File: config.mk
export PLATFORM = sky130hd
export DESIGN_NAME = mcg_control
export DESIGN_NICKNAME = d
export VERILOG_FILES = /design/src/hdl/mcg_pkg.sv /design/src/hdl/mcg_control.sv
export SDC_FILE = /design/constraint.sdc
export NUM_CORES = 1
export LEC_CHECK = 0
export BUFFER_PORTS_ARGS = -buffer_cell sky130_fd_sc_hd__buf_2
export CELL_PAD_IN_SITES_DETAIL_PLACEMENT = 1
export CELL_PAD_IN_SITES_GLOBAL_PLACEMENT = 2
export CORE_ASPECT_RATIO = 1.75
export CORE_MARGIN = 8
export CORE_UTILIZATION = 35
export CTS_BUF_LIST = sky130_fd_sc_hd__clkbuf_8 sky130_fd_sc_hd__clkbuf_16
export DETAILED_ROUTE_END_ITERATION = 10
export PLACE_DENSITY = 0.84
export RECOVER_POWER = 100
export SYNTH_ARGS = -nofsm -noshare
export SYNTH_HDL_FRONTEND = slang
export SYNTH_SLANG_ARGS = --single-unit
export TNS_END_PERCENT = 20
File: constraint.sdc
create_clock -name clk -period 21.7 [get_ports clk]
set_clock_uncertainty 0.2 [all_clocks]
set_input_delay 2.17 -clock clk [delete_from_list [all_inputs] [get_ports clk]]
set_output_delay 2.17 -clock clk [all_outputs]
set_load 0.01 [all_outputs]
File: src/hdl/mcg_pkg.sv
// ----------------------------------------------------------------------------
// mcg_pkg
// Shared types and constants for the motor current guard.
// ----------------------------------------------------------------------------
package mcg_pkg;

    localparam int BLANK_TICKS_DEF      = 10;
    localparam int LIMIT_CONFIRM_DEF    = 8;
    localparam int BASELINE_SAMPLES_DEF = 5;
    localparam int STALL_CONFIRM_DEF    = 6;

    localparam logic [2:0] CMD_SAMPLE  = 3'd0;
    localparam logic [2:0] CMD_TICK    = 3'd1;
    localparam logic [2:0] CMD_FORWARD = 3'd2;
    localparam logic [2:0] CMD_REVERSE = 3'd3;
    localparam logic [2:0] CMD_STOP    = 3'd4;
    localparam logic [2:0] CMD_LOAD    = 3'd5;

    localparam logic [1:0] MODE_IDLE = 2'd0;
    localparam logic [1:0] MODE_FWD  = 2'd1;
    localparam logic [1:0] MODE_REV  = 2'd2;

    localparam logic [1:0] CAUSE_NONE  = 2'd0;
    localparam logic [1:0] CAUSE_LIMIT = 2'd1;
    localparam logic [1:0] CAUSE_STALL = 2'd2;
    localparam logic [1:0] CAUSE_TRAVEL = 2'd3;

    localparam logic [2:0] REG_GAIN   = 3'd0;
    localparam logic [2:0] REG_OFFSET = 3'd1;
    localparam logic [2:0] REG_ZERO   = 3'd2;
    localparam logic [2:0] REG_RATIO  = 3'd3;
    localparam logic [2:0] REG_DELTA  = 3'd4;

    localparam logic [15:0] FILT_OLD = 16'd58982;
    localparam logic [15:0] FILT_NEW = 16'd6554;

    typedef struct packed {
        logic load;
        logic mul_scale;
        logic mul_trip;
        logic mul_filt;
    } mcg_cmd_t;

endpackage

File: src/hdl/mcg_control.sv
// ----------------------------------------------------------------------------
// mcg_control
// Sequencer and guard state: run mode, counters, baseline, travel.
// ----------------------------------------------------------------------------
module mcg_control
    import mcg_pkg::*;
#(
    parameter int BLANK_TICKS      = BLANK_TICKS_DEF,
    parameter int LIMIT_CONFIRM    = LIMIT_CONFIRM_DEF,
    parameter int BASELINE_SAMPLES = BASELINE_SAMPLES_DEF,
    parameter int STALL_CONFIRM    = STALL_CONFIRM_DEF
)
(
    input  logic               clk,
    input  logic               rst_n,
    input  logic               in_valid,
    output logic               in_ready,
    input  logic [2:0]         command,
    input  logic signed [31:0] travel_value,
    input  logic               homing,
    input  logic               calibrating,
    input  logic               stall_inhibit,
    input  logic signed [31:0] low_limit,
    input  logic [30:0]        stall_delta,
    output mcg_cmd_t           cmd,
    output logic signed [35:0] baseline,
    input  logic signed [31:0] cur,
    input  logic signed [35:0] trip_mult,
    input  logic signed [35:0] filt_value,
    input  logic signed [35:0] base_quot,
    output logic               out_valid,
    input  logic               out_ready,
    output logic [1:0]         mode,
    output logic signed [31:0] last_current,
    output logic signed [31:0] travel,
    output logic [1:0]         cause
);

    localparam logic [2:0] S_IDLE  = 3'd0;
    localparam logic [2:0] S_SCALE = 3'd1;
    localparam logic [2:0] S_TRIP  = 3'd2;
    localparam logic [2:0] S_FILT  = 3'd3;
    localparam logic [2:0] S_EXEC  = 3'd4;

    logic [2:0]         state_reg, state_next;
    logic [2:0]         cmd_reg;
    logic               hs_reg, cal_reg, ign_reg;
    logic signed [31:0] travel_value_reg;
    logic [1:0]         mode_reg, mode_next;
    logic signed [31:0] last_reg, last_next;
    logic [3:0]         blank_reg, blank_next;
    logic [3:0]         low_reg, low_next;
    logic [2:0]         stall_reg, stall_next;
    logic [2:0]         bcnt_reg, bcnt_next;
    logic signed [35:0] base_reg, base_next;
    logic               bready_reg, bready_next;
    logic signed [31:0] travel_reg, travel_next;
    logic [1:0]         cause_reg, cause_next;
    logic               ovalid_reg, ovalid_next;
    logic [3:0]         blank_dec;
    logic signed [35:0] alt, trip;
    logic               running;

    assign in_ready = (state_reg == S_IDLE) && (!ovalid_reg || out_ready);
    assign cmd.load      = in_valid && in_ready;
    assign cmd.mul_scale = (state_reg == S_SCALE);
    assign cmd.mul_trip  = (state_reg == S_TRIP);
    assign cmd.mul_filt  = (state_reg == S_FILT);
    assign baseline = base_reg;

    always_comb
    begin
        running = (mode_reg == MODE_FWD) || (mode_reg == MODE_REV);
        blank_dec = (blank_reg != 4'd0) ? blank_reg - 4'd1 : blank_reg;
        alt = base_reg + 36'(stall_delta);
        trip = (trip_mult < alt) ? alt : trip_mult;
        state_next = state_reg;
        mode_next = mode_reg;
        last_next = last_reg;
        blank_next = blank_reg;
        low_next = low_reg;
        stall_next = stall_reg;
        bcnt_next = bcnt_reg;
        base_next = base_reg;
        bready_next = bready_reg;
        travel_next = travel_reg;
        cause_next = cause_reg;
        ovalid_next = ovalid_reg;
        if (ovalid_reg && out_ready)
            ovalid_next = 1'b0;
        case (state_reg)
            S_IDLE:
            begin
                if (cmd.load)
                begin
                    state_next = S_SCALE;
                    if (stall_inhibit)
                        stall_next = 3'd0;
                end
            end
            S_SCALE: state_next = S_TRIP;
            S_TRIP:  state_next = S_FILT;
            S_FILT:  state_next = S_EXEC;
            S_EXEC:
            begin
                state_next = S_IDLE;
                ovalid_next = 1'b1;
                cause_next = CAUSE_NONE;
                case (cmd_reg)
                    CMD_SAMPLE:
                    begin
                        blank_next = blank_dec;
                        last_next = cur;
                        if (mode_reg == MODE_REV && travel_reg <= 0 && !hs_reg && !cal_reg)
                        begin
                            travel_next = '0;
                            cause_next = CAUSE_TRAVEL;
                        end
                        else if (cur < low_limit)
                        begin
                            if (hs_reg || ign_reg || blank_dec != 4'd0)
                                low_next = 4'd0;
                            else if (low_reg < 4'(LIMIT_CONFIRM))
                                low_next = low_reg + 4'd1;
                            else
                            begin
                                low_next = 4'd0;
                                if (running)
                                    cause_next = CAUSE_LIMIT;
                            end
                        end
                        else
                        begin
                            low_next = 4'd0;
                            if (hs_reg || cal_reg || ign_reg || blank_dec != 4'd0)
                                stall_next = 3'd0;
                            else if (running)
                            begin
                                if (!bready_reg)
                                begin
                                    base_next = base_reg + 36'(cur);
                                    bcnt_next = bcnt_reg + 3'd1;
                                    if (bcnt_next >= 3'(BASELINE_SAMPLES))
                                    begin
                                        base_next = base_quot;
                                        bready_next = 1'b1;
                                        stall_next = 3'd0;
                                    end
                                end
                                else if (cur >= trip)
                                begin
                                    stall_next = stall_reg + 3'd1;
                                    if (stall_next >= 3'(STALL_CONFIRM))
                                        cause_next = CAUSE_STALL;
                                end
                                else
                                begin
                                    stall_next = 3'd0;
                                    if (36'(cur) < base_reg)
                                        base_next = filt_value;
                                end
                            end
                        end
                    end
                    CMD_TICK:
                    begin
                        if (cal_reg)
                        begin
                            if (running)
                                travel_next = travel_reg + 32'sd1;
                        end
                        else if (mode_reg == MODE_FWD)
                            travel_next = travel_reg + 32'sd1;
                        else if (mode_reg == MODE_REV)
                        begin
                            travel_next = (travel_reg > 0) ? travel_reg - 32'sd1 : travel_reg;
                            if (travel_next <= 0 && !hs_reg)
                            begin
                                travel_next = '0;
                                cause_next = CAUSE_TRAVEL;
                            end
                        end
                    end
                    CMD_FORWARD, CMD_REVERSE, CMD_STOP:
                    begin
                        mode_next = (cmd_reg == CMD_FORWARD) ? MODE_FWD :
                                    (cmd_reg == CMD_REVERSE) ? MODE_REV : MODE_IDLE;
                        if (cmd_reg != CMD_STOP)
                            blank_next = 4'(BLANK_TICKS);
                        low_next = '0; stall_next = '0; bcnt_next = '0;
                        base_next = '0; bready_next = 1'b0;
                    end
                    CMD_LOAD: travel_next = travel_value_reg;
                    default: ;
                endcase
                if (cause_next != CAUSE_NONE)
                begin
                    mode_next = MODE_IDLE;
                    low_next = '0; stall_next = '0; bcnt_next = '0;
                    base_next = '0; bready_next = 1'b0;
                end
            end
            default: state_next = S_IDLE;
        endcase
    end

    always_ff @(posedge clk)
    begin
        if (cmd.load)
        begin
            cmd_reg <= command;
            travel_value_reg <= travel_value;
            hs_reg <= homing;
            cal_reg <= calibrating;
            ign_reg <= stall_inhibit;
        end
    end

    always_ff @(posedge clk or negedge rst_n)
    begin
        if (!rst_n)
        begin
            state_reg <= S_IDLE; mode_reg <= MODE_IDLE; last_reg <= '0;
            blank_reg <= '0; low_reg <= '0; stall_reg <= '0; bcnt_reg <= '0;
            base_reg <= '0; bready_reg <= 1'b0; travel_reg <= '0;
            cause_reg <= CAUSE_NONE; ovalid_reg <= 1'b0;
        end
        else
        begin
            state_reg <= state_next; mode_reg <= mode_next; last_reg <= last_next;
            blank_reg <= blank_next; low_reg <= low_next; stall_reg <= stall_next;
            bcnt_reg <= bcnt_next; base_reg <= base_next; bready_reg <= bready_next;
            travel_reg <= travel_next; cause_reg <= cause_next;
            ovalid_reg <= ovalid_next;
        end
    end

    assign out_valid = ovalid_reg;
    assign mode = mode_reg;
    assign last_current = last_reg;
    assign travel = travel_reg;
    assign cause = cause_reg;

`ifndef SYNTHESIS
    a_stop_idle: assert property (@(posedge clk) disable iff (!rst_n)
        (state_reg == S_EXEC && cause_next != CAUSE_NONE) |=> mode_reg == MODE_IDLE)
        else $error("stop did not idle motor");
    a_busy: assert property (@(posedge clk) disable iff (!rst_n)
        cmd.load |=> !in_ready)
        else $error("accepted during work");
    a_result: assert property (@(posedge clk) disable iff (!rst_n)
        state_reg == S_EXEC |=> out_valid)
        else $error("result missing");
`endif

endmodule

Word level (Yosys, flattened, before mapping):

Index checks and enable logic that the tools add are counted.

* register bits after elaboration: 161
* word-level logic and storage cells: 182
* output and inout port bits: 110
* input port bits: 245

* equality and inequality tests: 30
* reduce and logical (&&, ||, !) cells: 38
* add/sub/neg operators: 8
* muxes and demuxes: 79
* $lt $le $gt $ge: 10

Operators with widths (count)
* 36-bit 2-to-1 mux: 10
* 32-bit 2-to-1 mux: 7
* 32-bit case mux with 3 select lines: 1
* 36-bit case mux with 2 select lines: 1
* 32-bit by 1-bit less-or-equal comparator with 1-bit output, second input constant: 2
* 3-bit 2-to-1 mux: 17
* 36-bit by 31-bit adder with 36-bit output: 1
* 36-bit by 32-bit adder with 36-bit output: 1
* 32-bit by 36-bit greater-or-equal comparator with 1-bit output: 1
* 32-bit by 36-bit < comparator with 1-bit output: 1
* 36-bit < comparator: 1
* 32-bit by 2-bit adder with 32-bit output, second input constant: 1
* 32-bit by 1-bit greater-than comparator with 1-bit output, second input constant: 1
* 32-bit < comparator: 1
* 2-bit 2-to-1 mux: 16
* 32-bit by 2-bit subtractor with 32-bit output, second input constant: 1
* 4-bit 2-to-1 mux: 7
* 3-bit inequality test, second input constant: 7
* 4-bit inequality test, second input constant: 5
* 3-bit case mux with 2 select lines: 3
* 4-bit case mux with 2 select lines: 2
* 8-bit AND reduction: 2
* 3-bit by 2-bit equality test with 1-bit output, second input constant: 4
* 1-bit 2-to-1 mux: 12
* 29 further kinds: 60

Longest topological paths before layout:

Gate-level depths: netlist (run 1).

* depth in word-level cells: 15
* gate-level depth with buffers: 36
* mapped depth without buffers: 33

Worst setup path after synthesis (run 1):

No wires, ideal clock.

* kind: input port to flip-flop
* start point: input port stall_delta[0]
* end point: register stall_reg[2]
* slack: 11351 ps
* buffers on the path: 1
* stages on the path: 30
* required time: 21436 ps
* setup time: 64 ps
* arrival time: 10085 ps
* cell sequence: ha_1 -> fa_1 -> a21oi_1 -> o21ai_0 -> a211oi_1 -> o21ai_0 -> o211ai_1 -> a31oi_1 -> a221o_1 -> a41o_1 -> o21ai_0 -> xnor2_1 -> ha_1 -> o211ai_1 -> or4_1 -> a31o_2 -> a31oi_1 -> clkbuf_1 -> mux2_2 -> ha_1 -> nand4_1 -> or4_1 -> o22ai_1 -> nor3_1 -> mux2_2 -> a41oi_1 -> nand2_4 -> or4b_1 -> nor4b_2 -> a21o_1

* longest elaborated chain between the ends: 15
* elaborated cells on any way between the ends: 28
* those cells by class: 1 x add/sub; 2 x order compare; 5 x eq/ne; 18 x mux; 2 x reduce/logical

Ends and longest elaborated chain
* start, declared: RTL line mcg_control.sv:24 `input logic [30:0] stall_delta,`
* 36-bit by 31-bit adder with 36-bit output *: RTL line mcg_control.sv:75 `alt = base_reg + 36'(stall_delta);`
* 36-bit < comparator: RTL line mcg_control.sv:76 `trip = (trip_mult < alt) ? alt : trip_mult;`
* 36-bit 2-to-1 mux *: RTL line mcg_control.sv:76
* 32-bit by 36-bit greater-or-equal comparator with 1-bit output *: RTL line mcg_control.sv:150 `else if (cur >= trip)`
* 2-bit 2-to-1 mux: RTL line mcg_control.sv:150
* 2-bit 2-to-1 mux: RTL line mcg_control.sv:139 `if (!bready_reg)`
* 2-bit 2-to-1 mux: RTL line mcg_control.sv:137 `else if (running)`
* 2-bit 2-to-1 mux: RTL line mcg_control.sv:135 `if (hs_reg || cal_reg || ign_reg || blank_dec != 4'd0)`
* 2-bit 2-to-1 mux: RTL line mcg_control.sv:119 `else if (cur < low_limit)`
* 2-bit 2-to-1 mux: RTL line mcg_control.sv:114 `if (mode_reg == MODE_REV && travel_reg <= 0 && !hs_reg && !cal_reg)`
* 2-bit case mux with 2 select lines: RTL line mcg_control.sv:109 `case (cmd_reg)`
* 2-bit 2-to-1 mux: RTL line mcg_control.sv:91 `case (state_reg)`
* 2-bit nonzero test: RTL line mcg_control.sv:196 `if (cause_next != CAUSE_NONE)`
* 6-bit inequality test (no source line) (tied with other cells)
* 8-bit AND reduction (no source line) or 3-bit case mux with 2 select lines (tied branches)
* end signal, assigned: RTL line mcg_control.sv:231 `blank_reg <= blank_next; low_reg <= low_next; stall_reg <= stall_next;`
* end, declared: RTL line mcg_control.sv:53 `logic [2:0] stall_reg, stall_next;`

Every way passes the cells marked *; elsewhere a longest branch is shown, timed or not. The select of a mux whose other input is x is not followed.
A chain may end at the register's enable or synchronous reset.

Worst setup path after layout (run 1):

* start point: input port stall_delta[1]
* end point: register base_reg[24] (netlist: baseline[24])

* longest elaborated chain between the ends: 15
* elaborated cells on any way between the ends: 22
* those cells by class: 1 x add/sub; 2 x order compare; 6 x eq/ne; 10 x mux; 3 x reduce/logical

Ends and longest elaborated chain
* 36-bit by 31-bit adder with 36-bit output *: RTL line mcg_control.sv:75
* 36-bit < comparator: RTL line mcg_control.sv:76
* 36-bit 2-to-1 mux *: RTL line mcg_control.sv:76
* 32-bit by 36-bit greater-or-equal comparator with 1-bit output *: RTL line mcg_control.sv:150
* 2-bit 2-to-1 mux: RTL line mcg_control.sv:150
* 2-bit 2-to-1 mux: RTL line mcg_control.sv:139
* 2-bit 2-to-1 mux: RTL line mcg_control.sv:137
* 2-bit 2-to-1 mux: RTL line mcg_control.sv:135
* 2-bit 2-to-1 mux: RTL line mcg_control.sv:119
* 2-bit 2-to-1 mux: RTL line mcg_control.sv:114
* 2-bit case mux with 2 select lines: RTL line mcg_control.sv:109
* 2-bit 2-to-1 mux: RTL line mcg_control.sv:91
* 2-bit nonzero test: RTL line mcg_control.sv:196
* 4-bit inequality test (no source line) (tied with other cells)
* 8-bit AND reduction (no source line)
* end signal, assigned: RTL line mcg_control.sv:232 `bcnt_reg <= bcnt_next; base_reg <= base_next; bready_reg <= bready_next;`
* end, declared: RTL line mcg_control.sv:55 `logic signed [35:0] base_reg, base_next;`

Marks and branches as above.

==> results of run 1 <==
==> power by group <==
group / leakage [nW] / total (mW) / switching [mW] / internal (mW)
clock network: 0.290 / 0.324 / 0.160 / 0.164
registers: 1.88 / 0.575 / 0.162 / 0.413
logic: 6.53 / 1.62 / 1.01 / 0.610
==> critical path, delay by kind of cell <==
family	cells	cell delay, ns
compound gates	16	7.82
fa+ha+maj	3	0.95
xor+xnor	1	0.19
mux	2	0.84
buf+inv	3	2.30
simple gates	6	1.79
==> layer usage <==
layer / vias to the layer above / routed length, µm
met4: 2 / 5640
met3: 211 / 3600
met2: 574 / 42900
met1: 8776 / 26500
met5: - / 10
li1: 8218 / -
==> cell families after synthesis <==
kind of cell               Yosys count  share of synthesized area (%)
and+or+nand+nor                    726                           21.1
adders and majority gates          216                           16.3
muxes                               52                           3.40
buffers and inverters              262                           6.16
DFF                                161                           25.2
AOI/OAI and AO/OA                  600                           24.0
xor gates and xnor gates            73                           3.82
==> per-stage QoR <==
stage / utilization (%) / hold slack [ns]
floorplan: - / 0.245
global placement: 40.2 / 0.251
detailed placement: 40.2 / 0.257
CTS: 41.4 / 0.278
global route: 40.8 / 0.292
finish: 40.8 / 0.276
==> area by class of cell <==
type                       instances  share of cell area (%)
multi-input combinational       1667                    59.0
timing repair buffer             381                    9.20
tap                              594                    3.84
antenna                            4                  0.0517
sequential                       161                    21.8
clock buffer                      17                    2.20
inverter                         159                    3.08
clock inverter                    15                   0.860
==> final timing paths <==
check                              endpoint  slack (ns)        startpoint  cells past startpoint
min                        last_current[12]        0.28  last_current[12]                      2
min reg2reg                last_current[12]        0.28  last_current[12]                      2
min in group asynchronous        travel[25]        3.39             rst_n                      1
max                            baseline[24]        5.75    stall_delta[1]                     31
max in group asynchronous        bready_reg       13.41             rst_n                      2
max reg2reg                    baseline[24]        7.00       baseline[1]                     30
==> cells in the final DEF, fill, tap and decap left out, types with 29 or more instances in the layout <==
cell,n
inv_1,159
a21oi_1,164
clkbuf_1,129
a21o_1,30
edfxtp_1,38
o21ai_0,116
a211oi_1,37
buf_2,238
mux2_2,37
nand2b_1,29
nand4_1,37
xnor2_1,50
dfrtp_1,122
nand2_1,252
nor3_1,55
nand3_1,53
ha_1,214
nor2_1,150
o31ai_1,43
==> impl_metrics.py, run 1 <==
metrics = {
    "layout": {
        "largest_reg_flops": 36,
        "finalNonFillerCells": 2998,
        "n_fill_cell": 5990,
        "fin_area_um2": 19400,
        "final-seq-area_um2": 4220,
        "syn_to_final_growth_pct": 15.7,
        "multi_input_area_um2": 11400,
        "final_nets": 2848,
        "drive_gt1_share_pct": 15.1,
    },
    "setup_path": {
        "path_class": "input pin to register",
        "slowest_stage": "o21ai_0",
        "cp-end-kind": "register",
        "cp-start-kind": "input pin",
        "crit_arrival_ns": 16.12,
        "critical_path_peak_fanout": 34,
        "required_ns": 21.86,
        "cpPeakStageDelay_ns": 2.84,
    },
    "timing": {
        "final.setup.worst_slack_ns": 5.75,
        "setup_viol": 0,
        "hold_viol": 0,
        "relSlewSlack_pct": -247,
        "rsz0062_at_grt": "no",
        "min_period_ns": 15.95,
        "worstMarginPinSlew_ns": 5.21,
        "finalSetupTns_ns": 0,
        "clock.fmax_mhz": 62.7,
        "fin_crit_sh_pct": 73.5,
        "finalMaxSlewViolations": 369,
    },
    "synth": {
        "synthTopCellsByArea": "dfrtp_1 (18%), ha_1 (16%), edfxtp_1 (6.8%)",
        "syn_area_um2": 16700,
        "synth_cells": 2090,
        "async_flop_share_pct": 76.4,
        "yosys_most_used_dff": "dfrtp_1",
        "ys_types": 87,
        "ys_ff_latch": 161,
        "synth_top_cell_area_share_pct": 18.4,
        "synth_nets": 2551,
        "ys_seq_area_share_pct": 25.2,
        "synth_common_cells": "nand2_1 (252), ha_1 (214), a21oi_1 (164)",
        "synthMostInstantiatedCell": "nand2_1",
        "yosysWarnings": 0,
        "synth_area_leader_cell": "dfrtp_1",
        "synth_area_per_cell_um2": 8.00,
        "synth_edf_count": 38,
    },
    "clocking": {
        "numCtsBuffers": 17,
        "cts_max_path_buffers": 2,
        "cts_tree": "done",
        "postCtsResizedCells": 0,
        "worstSkewPairLatency_ns": 0.48,
        "cts_setup_buffers": 0,
        "cts.clk_slew.worst_paths_ns": 0.07,
        "htree_levels": 4,
        "clockRootBuffer": "clkbuf_16",
        "cts_sinks": 161,
        "cts_hold_buf": 0,
    },
    "route": {
        "drtIter0Drc": 780,
        "vias": 17800,
        "antenna_left": 0,
        "first_pass_iters": 5,
        "routed_wl_mm": 78.7,
        "avgRoutedWirePerCell_um": 26.3,
        "drc": 0,
        "vias_per_cell": 5.93,
    },
    "die": {
        "coreArea_um2": 47500,
        "start_util_pct": 35.2,
        "ios": 355,
        "die_x_um": 181,
        "die_h_um": 305,
        "std_cell_rows": 106,
        "dieArea_um2": 55300,
    },
    "run": {
        "drv_cap": 9,
    },
    "placement": {
        "port_buffers": 354,
        "placed_area_um2": 19100,
        "place_inst": 2962,
        "place_ws_ns": 9.08,
        "dp_hpwl_mm": 65.0,
        "place_congestion": 0.973,
    },
    "hold_path": {
        "hp-class": "register to register",
    },
    "grt": {
        "antenna_found_initial": 4,
        "grt_pass1_wl_mm": 118,
        "grt_pass1_vias": 19200,
        "grt-ovfl-total": 0,
        "grtUsageMet2_pct": 54.9,
        "grt_most_used_layer": "met2",
        "grtUsageMet3_pct": 4.78,
        "use_met1_pct": 25.9,
        "grt_max_degree": 82,
        "grt_usage_pct": 28.0,
    },
    "power": {
        "pwr_density_cell_nw_per_um2": 130,
        "p_total_mw": 2.52,
        "p_leak_nw": 8.70,
        "peakVddDrop_uv": 45.4,
    },
    "outcome": {
        "violations": "capacitance limit, slew limit",
        "status": "complete, but fails checks",
    },
}
Note: power is estimated with default switching activity, not from simulation.
==> run 2: changes to the inputs <==
ABC_AREA = 1   (was default)
CORE_UTILIZATION = 28   (was 35)
PLACE_DENSITY = 0.76   (was 0.84)
clock period = 14.28 ns   (was 21.7 ns; I/O delays follow)
==> impl_metrics.py, run 2 <==
metrics = {
    "power": {
        "p_int_mw": 1.90,
        "power_switching_mw": 2.71,
        "switching_share_pct": 58.8,
        "pwr-share-clk_pct": 10.7,
        "p_total_mw": 4.61,
        "peakVddDrop_uv": 107,
        "pwr-share-comb_pct": 68.0,
        "power_frac_seq_pct": 21.3,
        "p_leak_nw": 10.2,
        "pwr_density_cell_nw_per_um2": 222,
    },
    "timing": {
        "final.setup.worst_slack_ns": 3.06,
        "finalSetupTns_ns": 0,
        "clock.fmax_mhz": 89.1,
        "rsz0062_at_grt": "no",
        "fin_crit_sh_pct": 78.6,
        "setup_viol": 0,
        "hold_slack_ns": 0.280,
        "min_period_ns": 11.22,
        "relSlewSlack_pct": -172,
        "hold_viol": 0,
        "finalMaxSlewViolations": 367,
        "worstMarginPinSlew_ns": 4.09,
    },
    "synth": {
        "synthTopCellsByArea": "dfrtp_1 (17%), nand2_1 (16%), ha_1 (15%)",
        "synth_cells": 2725,
        "ys_seq_area_share_pct": 23.6,
        "synthMostInstantiatedCell": "nand2_1",
        "synth_top_family_by_area": "simple AND/OR/NAND/NOR gates",
        "syn_area_um2": 17900,
        "muxShareOfSynthArea_pct": 0.224,
        "synth_common_cells": "nand2_1 (747), inv_1 (296), nor2_1 (281)",
        "synth_compound_area_share_pct": 16.6,
        "synth_area_per_cell_um2": 6.57,
        "yosys.area_share.simple_pct": 31.9,
        "async_flop_share_pct": 76.4,
        "yosys_most_used_dff": "dfrtp_1",
        "ys_types": 52,
        "synth_edf_count": 38,
        "yosysWarnings": 0,
        "synth_xor_area_share_pct": 3.77,
        "ys_ff_latch": 161,
        "synth_nets": 3186,
        "synth-adder-area-share_pct": 15.2,
        "synth_area_leader_cell": "dfrtp_1",
        "synth_top_cell_area_share_pct": 17.2,
    },
    "clocking": {
        "cts_tree": "done",
        "worstSkewPairLatency_ns": 0.50,
        "cts_hold_buf": 0,
        "cts_max_path_buffers": 2,
        "cts.clk_slew.worst_paths_ns": 0.08,
        "numCtsBuffers": 17,
        "cts_sinks": 161,
        "cts_setup_buffers": 0,
        "htree_levels": 4,
        "postCtsResizedCells": 0,
        "clockRootBuffer": "clkbuf_16",
    },
    "setup_path": {
        "worst-path-buf-inv": 3,
        "cpPeakStageDelay_ns": 1.19,
        "slowest_stage": "clkbuf_1",
        "cp-start-kind": "input pin",
        "required_ns": 14.45,
        "critPathLaunch": "stall_delta[0]",
        "cp_common_cell": "nand2_1",
        "path_delay_family": "simple AND/OR/NAND/NOR gates",
        "path_class": "input pin to register",
        "r2r_start": "baseline[0]",
        "crit_arrival_ns": 11.38,
        "critical_path_peak_fanout": 48,
        "cp-end-kind": "register",
    },
    "grt": {
        "antenna_found_initial": 14,
        "grt_pass1_vias": 22500,
        "grt_most_used_layer": "met2",
        "grt_max_degree": 63,
        "use_met1_pct": 24.6,
        "grtUsageMet2_pct": 51.4,
        "grt_pass1_wl_mm": 144,
        "grtUsageMet3_pct": 4.88,
        "grt-ovfl-total": 0,
        "grt_usage_pct": 26.6,
    },
    "die": {
        "coreArea_um2": 63200,
        "die_h_um": 350,
        "dieArea_um2": 72600,
        "std_cell_rows": 122,
        "start_util_pct": 28.3,
        "ios": 355,
        "die_x_um": 207,
    },
    "placement": {
        "dp_hpwl_mm": 82.3,
        "place_congestion": 0.998,
        "port_buffers": 354,
        "place_ws_ns": 3.22,
        "placed_area_um2": 20500,
    },
    "layout": {
        "layout_commonest_cell": "nand2_1",
        "n_fill_cell": 8233,
        "largest_reg_flops": 36,
        "syn_to_final_growth_pct": 16.2,
        "final_nets": 3495,
        "drive_gt1_share_pct": 10.5,
        "fin_area_um2": 20800,
        "final_cell_mix": "nand2_1 (751), inv_1 (296), nor2_1 (281)",
    },
    "route": {
        "antenna_left": 0,
        "routed_wl_mm": 98.5,
        "first_pass_iters": 5,
        "avgRoutedWirePerCell_um": 25.5,
        "vias": 20500,
        "vias_per_cell": 5.31,
        "drc": 0,
        "drtIter0Drc": 926,
    },
    "hold_path": {
        "hp-class": "register to register",
        "holdCritStartpoint": "last_current[16]",
    },
    "outcome": {
        "status": "complete, but fails checks",
        "violations": "capacitance limit, slew limit",
    },
    "run": {
        "drv_cap": 9,
    },
}
-- run 2: tightest hold or removal path: stages, from the launching register on --
cell	delay [ns]
dfrtp_1	0.35
nand2_1	0.05
nand2_1	0.05
-- run 2: worst paths after layout --
kind / endpoint / slack [ns] / cells after the start
setup / recovery: baseline[34] / 3.06 / 44
hold / removal: last_current[16] / 0.28 / 2
setup reg to reg: baseline[34] / 3.52 / 43
hold reg to reg: last_current[16] / 0.28 / 2
max in group asynchronous: travel[31] / 6.32 / 2
min in group asynchronous: baseline[6] / 2.16 / 1
-- run 2: through the flow --
stage               util [%]  cells
floorplan                  -   2725
global placement        32.4   3821
detailed placement      32.4   3821
CTS                     33.3   3853
global route            32.9   3854
finish                  32.9   3859
-- run 2: cells by family after synthesis --
logic type | Yosys count
AND/OR/NAND/NOR | 1344
adder cells (fa/ha/maj) | 216
AO/OA/AOI/OAI | 532
XOR/XNOR | 77
multiplexers | 4
flip-flops | 161
buffers and inverters | 391
-- run 2: final cells by class --
cell class	count	area, µm²	area share [%]
Clock inverter	14	119	0.572
Clock buffer	18	439	2.11
Sequential cell	161	4220	20.3
Multi-Input combinational cell	2173	12100	58.1
Timing Repair Buffer	380	1780	8.57
Antenna cell	6	15.0	0.0722
Tap cell	806	1010	4.85
Inverter	301	1130	5.43
-- run 2: power groups by stage --
stage / registers [mW] / logic [mW] / clock network (mW)
5_1_grt: 1.00 / 3.52 / 0.519
3_3_place_gp: 0.982 / 3.11 / 0
2_1_floorplan: 0.861 / 2.07 / 0
4_1_cts: 0.981 / 3.21 / 0.508
6_report: 0.982 / 3.13 / 0.492
3_5_place_dp: 0.988 / 3.20 / 0
-- run 2: routing by layer --
layer | part of all wire, % | routed length (µm)
met1 | 34 | 33400
met2 | 53 | 52200
met3 | 4.7 | 4600
met4 | 8.3 | 8230
met5 | 0.063 | 62
==> run 3: changes to the inputs <==
clock period = 9.8 ns   (was 14.28 ns; I/O delays follow)
==> impl_metrics.py, run 3 (synthesized netlist as in run 2, its figures left out) <==
metrics = {
    "outcome": {
        "status": "complete, but fails checks",
        "violations": "capacitance limit, slew limit",
    },
    "layout": {
        "syn_to_final_growth_pct": 17.6,
        "layout_commonest_cell": "nand2_1",
        "final_cell_mix": "nand2_1 (749), inv_1 (298), nor2_1 (279)",
        "drive_gt1_share_pct": 11.3,
        "largest_reg_flops": 36,
        "final_nets": 3514,
    },
    "placement": {
        "place_ws_ns": 0.164,
        "place_congestion": 1.03,
        "port_buffers": 354,
        "dp_hpwl_mm": 84.0,
    },
    "route": {
        "drc": 0,
        "avgRoutedWirePerCell_um": 25.8,
        "drt-met1-wl_mm": 34.0,
        "routed_wl_mm": 100,
        "vias_per_cell": 5.31,
        "wl_met2_mm": 53.6,
        "vias": 20600,
        "top_layer": "met5",
        "first_pass_iters": 5,
        "drtIter0Drc": 892,
        "met3WireLength_mm": 4.40,
        "antenna_left": 0,
    },
    "setup_path": {
        "required_ns": 9.96,
        "path_class": "register to register",
        "crit_arrival_ns": 8.98,
        "cp-start-kind": "register",
        "cp-end-kind": "register",
        "cp_common_cell": "nand2_1",
        "slowest_stage": "dfrtp_1",
        "cpPeakStageDelay_ns": 0.53,
        "critical_path_peak_fanout": 42,
    },
    "die": {
        "start_util_pct": 28.3,
        "ios": 355,
        "die_h_um": 350,
        "coreArea_um2": 63200,
        "dieArea_um2": 72600,
        "die_x_um": 207,
        "std_cell_rows": 122,
    },
    "timing": {
        "fin_crit_sh_pct": 90.0,
        "final.setup.worst_slack_ns": 0.979,
        "finalMaxSlewViolations": 266,
        "worstMarginPinSlew_ns": 4.55,
        "clock.fmax_mhz": 113,
        "setup_viol": 0,
        "rsz0062_at_grt": "no",
        "min_period_ns": 8.82,
        "relSlewSlack_pct": -204,
        "finalSetupTns_ns": 0,
        "hold_viol": 0,
    },
    "grt": {
        "antenna_found_initial": 18,
        "grt_pass1_wl_mm": 146,
        "grt_pass1_vias": 22600,
        "grt_usage_pct": 26.9,
        "grt_max_degree": 68,
        "grt-ovfl-total": 0,
    },
    "clocking": {
        "cts_tree": "done",
        "htree_levels": 4,
        "cts.clk_slew.worst_paths_ns": 0.08,
        "numCtsBuffers": 17,
        "cts_max_path_buffers": 2,
        "cts_sinks": 161,
        "worstSkewPairLatency_ns": 0.49,
        "clockRootBuffer": "clkbuf_16",
    },
    "power": {
        "p_leak_nw": 10.3,
        "peakVddDrop_uv": 146,
        "pwr_density_cell_nw_per_um2": 327,
    },
    "run": {
        "drv_cap": 7,
    },
    "hold_path": {
        "hp-class": "register to register",
    },
}
-- run 3: cell count changes in the layout (fill, tap and decap cells not counted), moves of 3 or more --
cell / delta
buf_2: +16
clkbuf_1: -6
diode_2: +5
buf_12: +3
buf_4: +3
-- run 3: power by group --
group	total [mW]	internal, mW	switching [mW]
Combinational	4.74	1.53	3.21
Sequential	1.40	0.949	0.451
Clock	0.744	0.388	0.356
-- run 3: worst paths after layout --
kind / slack [ns] / endpoint / start / cells past startpoint
setup / recovery: 0.98 / baseline[29] / baseline[0] / 45
hold / removal: 0.28 / last_current[17] / last_current[17] / 2
setup reg to reg: 0.98 / baseline[29] / baseline[0] / 45
hold reg to reg: 0.28 / last_current[17] / last_current[17] / 2
max in group asynchronous: 2.39 / travel[3] / rst_n / 2
min in group asynchronous: 1.92 / last_current[1] / rst_n / 1
-- run 3: worst max-delay path: cells and delay by family (launching register included) --
family                   cells  cell delay, ns
flip-flops                   1            0.53
XOR/XNOR                     1            0.22
AO/OA/AOI/OAI               12            2.39
buffers and inverters        2            0.66
AND/OR/NAND/NOR             26            3.39
adder cells (fa/ha/maj)      4            1.27
-- run 3: final cells by class --
cell class	instances	area [µm²]
Fill cell	8282	42200
Multi-Input combinational cell	2174	12100
Sequential cell	161	4220
Timing Repair Buffer	398	1940
Inverter	301	1130
Tap cell	806	1010
Clock buffer	18	439
Clock inverter	14	156
Antenna cell	11	27.5
-- run 3: through the flow --
step	total power, mW	util [%]	hold WS, ns	area, µm²	instances
CTS	7.01	33.6	0.281	21300	3871
global route	7.49	33.3	0.303	21000	3877
finish	6.88	33.3	0.283	21000	3883
floorplan	4.27	-	0.262	17900	2725
detailed placement	6.23	32.7	0.261	20700	3839
global placement	6.13	32.7	0.252	20700	3839
-- run 3: routing by layer --
| metal | up-vias | GRT usage, % |
|---|---|---|
| li1 | 9769 | - |
| met1 | 9967 | 24.7 |
| met2 | 614 | 52.6 |
| met3 | 244 | 4.82 |
| met4 | 10 | 19.4 |
| met5 | - | 0 |
-- run 3: what timing repair did --
action	4_1_cts	5_1_grt
hold buffers	0	0
endpoints found under the setup margin	0	40
resized for setup	0	4
buffers inserted	0	0
